--- src/rtl/jacobi_five_point_stencil_top_macros.svh ---
// Assertion macros for the Jacobi five-point stencil block.
// Used by jacobi_five_point_stencil_top; relies on i_clk and i_rst_n in scope.
`ifndef JACOBI_FIVE_POINT_STENCIL_TOP_MACROS_SVH
`define JACOBI_FIVE_POINT_STENCIL_TOP_MACROS_SVH

// same-cycle implication, checked out of reset
`define JFPS_ASSERT_NOW(lbl, ante, cons, msg) \
    lbl: assert property (@(posedge i_clk) disable iff (!i_rst_n) (ante) |-> (cons)) \
        else $error(msg);

// next-cycle implication, checked out of reset
`define JFPS_ASSERT_NEXT(lbl, ante, cons, msg) \
    lbl: assert property (@(posedge i_clk) disable iff (!i_rst_n) (ante) |=> (cons)) \
        else $error(msg);

`endif

--- src/rtl/jfps_pkg.sv ---
// Shared constants and types for the Jacobi five-point stencil block.
// No dependencies; used by jfps_cell, the top module and the bench.
package jfps_pkg;

    localparam int GRID         = 1024;
    localparam int SAMPLE_BITS  = 32;
    localparam int COL_W        = $clog2(GRID);
    localparam int IDX_W        = 10;
    localparam int SUM_W        = SAMPLE_BITS + 2;
    localparam int IN_DATA_W    = ((SAMPLE_BITS + 7) / 8) * 8;
    localparam int OUT_FIELDS_W = SAMPLE_BITS + 2 * IDX_W;
    localparam int OUT_DATA_W   = ((OUT_FIELDS_W + 7) / 8) * 8;
    // window taps: centre of the current column, then the left neighbor
    localparam int WIN_DEPTH    = 2;

    typedef logic signed [SAMPLE_BITS-1:0] t_sample;
    typedef logic signed [SUM_W-1:0]       t_sum;
    typedef logic [COL_W-1:0]              t_col;
    typedef logic [IDX_W-1:0]              t_idx;

endpackage

--- src/rtl/jfps_cell.sv ---
// One window cell: holds a sample and passes it to its neighbor on each request.
// Depends on jfps_pkg for the sample type.
module jfps_cell (
    input  logic             i_clk,
    input  logic             i_en,
    input  jfps_pkg::t_sample i_d,
    output jfps_pkg::t_sample o_q
);

    jfps_pkg::t_sample r_q;

    always_ff @(posedge i_clk) begin
        if (i_en) begin
            r_q <= i_d;
        end
    end

    assign o_q = r_q;

endmodule

--- config.mk ---
export PLATFORM = sky130hd
export DESIGN_NAME = jfps_cell
export DESIGN_NICKNAME = d
export VERILOG_FILES = /design/src/rtl/jacobi_five_point_stencil_top_macros.svh /design/src/rtl/jfps_pkg.sv /design/src/rtl/jfps_cell.sv
export SDC_FILE = /design/constraint.sdc
export NUM_CORES = 1
export LEC_CHECK = 0
export BUFFER_PORTS_ARGS = -buffer_cell sky130_fd_sc_hd__buf_2
export CAP_MARGIN = 40
export CORE_MARGIN = 2
export CORE_UTILIZATION = 39
export CTS_CLUSTER_SIZE = 16
export DETAILED_ROUTE_END_ITERATION = 10
export PLACE_DENSITY = 0.76
export SLEW_MARGIN = 20
export SYNTH_ARGS = -nofsm -noshare
export SYNTH_HDL_FRONTEND = slang
export SYNTH_SLANG_ARGS = --single-unit
--- constraint.sdc ---
create_clock -name i_clk -period 0.8 [get_ports i_clk]
set_clock_uncertainty 0.15 [all_clocks]
set_input_delay 0.08 -clock i_clk [delete_from_list [all_inputs] [get_ports i_clk]]
set_output_delay 0.08 -clock i_clk [all_outputs]
set_load 0.01 [all_outputs]
==> results.md <==
- CP max FO: 1
- Number of multi-input logic gates: 0
- Avg Vias per Cell: 4.29
- Num CTS Buffers: 5
- DRT Pass-1 Iters: 4
- Share of the synthesized area in the top cell type: 1.00
- Worst setup SP type: flip-flop
- Count of pins over their slew limit: 0
- Sequential-to-total area share from yosys stat: 1.00
- Leakage: 0.757 nW
- Syn Std Cell Area: 961 um2
- Global route overflow: 0
- Die Wd: 53.6 um
- Worst hold-check path type: input pin to flip-flop
- Worst slew pin tran: roughly 0.11 ns
- Root buffer cell: clkbuf_4
- Share of cells above drive strength 1: 0.518
- Slowest cell on the critical path: edfxtp_1
- Pwr dens: between 1500 and 2000 nW/um2
- Hold EP: o_q[19]
- First-pass GRT wire length: between 3 and 4 mm
- WHS Path Cells: 2
- Overall Power: 0.00328 W
- Synth top area cells: edfxtp_1 (100%)
- Pin count of the biggest net entering global routing: 21
- Die Y: 53.6 um
- Violated checks: hold timing, setup timing
- Synth Warn #: 0
- Critical Path, Cell by Cell: buf_2
- Fin. Hold Viols: 1
- Synth Register Bits: 32
- Routed len/inst: roughly 14 um
- Area of the core: 2280 um2
- Max frequency: 908 MHz
- Num ports: 66
- Normalized max-slew margin: 0.925
- Finished Cell Area: 1730 um2
- Syn avg cell area: around 30 um2
- Vias in the first global route: 759
- Full die area: about 2900 um2
- Status: finished with violations
- Crit. path cell count: 1
- Fin util: 0.761
- Number of flip-flops in the largest register: 32
- Rows: 17
- Total inserted antenna cells: 0
- GRT Total Usage: 0.187
- Multi-input logic area: 0 um2
- Crit path buf inv count: 1
- Cell taking the most area after synthesis: edfxtp_1
- Worst IR drop on VDD: 1.66 mV
- Area after DPL: 1360 um2
- Clock sink count: 32
- Post-synth EDFFs: 32
- Final setup vio count: 46
- Nets: 172
- H-tree depth: 2
- WP data required: 0.57 ns
- Fillers: 154
- Final Wtd Congestion: between 0.6 and 0.7
- Most frequent cells after synthesis: edfxtp_1 (32)
- Hold Buf Count CTS: 32
- Clock period minus worst slack: 1.10 ns
- Period utilization: 1.38
- Worst hold margin: -0.00733 ns
- Initial antenna violation count: 0
- Max_cap viols: 0
- Final WL: between 2 and 2.5 mm
- Buffers added on ports: 65
- Critical path type: flip-flop to output port
- CTS tree: yes
- PnR worst setup slack: -0.302 ns
- Hold path startpoint: i_d[19]
- Crit-path max cell delay: 0.40 ns
- Clock transition at the registers of the reported paths: 0.09 ns
- CP Data Arrival Time: between 0.8 and 0.9 ns
- Clock tree buffer depth: 2
- Sequential cell area: slightly below 1000 um2
- Starting DRC count in detailed routing: 10
- Asr flop ratio synth: 0
- Final ANT Viol Nets: 0
- Top FF cell, synth: edfxtp_1
- Starting density of the core: 0.422
- Area grow syn2layout: 80.3%
- CP endpoint kind: output port
- Mapped Cells: 32
- Net Count, Synth: 66
- Most frequent cell after synthesis: edfxtp_1
- DRC Markers: 0
- Top delay family on crit path: flip-flops
- Distinct cells, synth: 1
- RSZ-0062 raised after global routing: yes
- Via count: approximately 720
## final cells by class
| class | count | share of cell area |
|---|---|---|
| Clock buffer | 7 | 0.0260 |
| Clock inverter | 1 | 0.00217 |
| Sequential cell | 32 | 0.555 |
| Tap cell | 28 | 0.0202 |
| Timing Repair Buffer | 99 | 0.397 |
## layout by cell type, fill, tap and decap left out
cell type       instances
buf_2                  65
edfxtp_1               32
dlygate4sd3_1          31
clkbuf_4                5
clkbuf_1                2
buf_12                  2
clkinv_1                1
dlymetal6s4s_1          1
## how the worst max path moves through the flow
stage,start,to,slack (ns)
after floorplan,o_q[0],o_q[0],0.18
after detailed placement,i_en,o_q[3],-0.05
after CTS,o_q[25],o_q[25],-0.30
final,o_q[5],o_q[5],-0.30
after global routing,o_q[25],o_q[25],-0.36
after global placement,i_en,o_q[8],-0.03
## per-layer routing
| metal | GRT usage | up-vias | wire length [um] |
|---|---|---|---|
| met5 | 0 | - | 0 |
| met4 | 0.107 | 0 | 68 |
| li1 | - | 345 | - |
| met3 | 0.0833 | 9 | 255 |
| met2 | 0.354 | 51 | 1280 |
| met1 | 0.157 | 312 | 704 |
## repair_timing
item | CTS | global route
setup buffers | 0 | 0
endpoints found under the hold margin | 32 | 1
resized for setup | 0 | 1
setup endpoints to repair | 32 | 33
## report_power, final
group	switching [W]	internal, W	total, W
clock	0.000470	0.000337	0.000807
sequential	0.0000321	0.00199	0.00202
combinational	0.000192	0.000260	0.000452
## metrics by stage
stage / TNS, ns / hold WS, ns / setup slack [ns] / cells
after floorplan: 0 / 0.0289 / 0.176 / 32
after global placement: -0.713 / 0.106 / -0.0341 / 127
after detailed placement: -1.10 / 0.108 / -0.0484 / 127
after CTS: -8.68 / 0.0151 / -0.296 / 167
after global routing: -10.14 / -0.0241 / -0.361 / 167
final: -8.46 / -0.00733 / -0.302 / 167
## cells by family (layout without fill, tap and decap cells)
family | count (synthesis) | in the layout | share of synthesized area
flip-flops | 32 | 32 | 1.00
buffers and inverters | 0 | 107 | 0
Power figures use the tool's default switching activity.
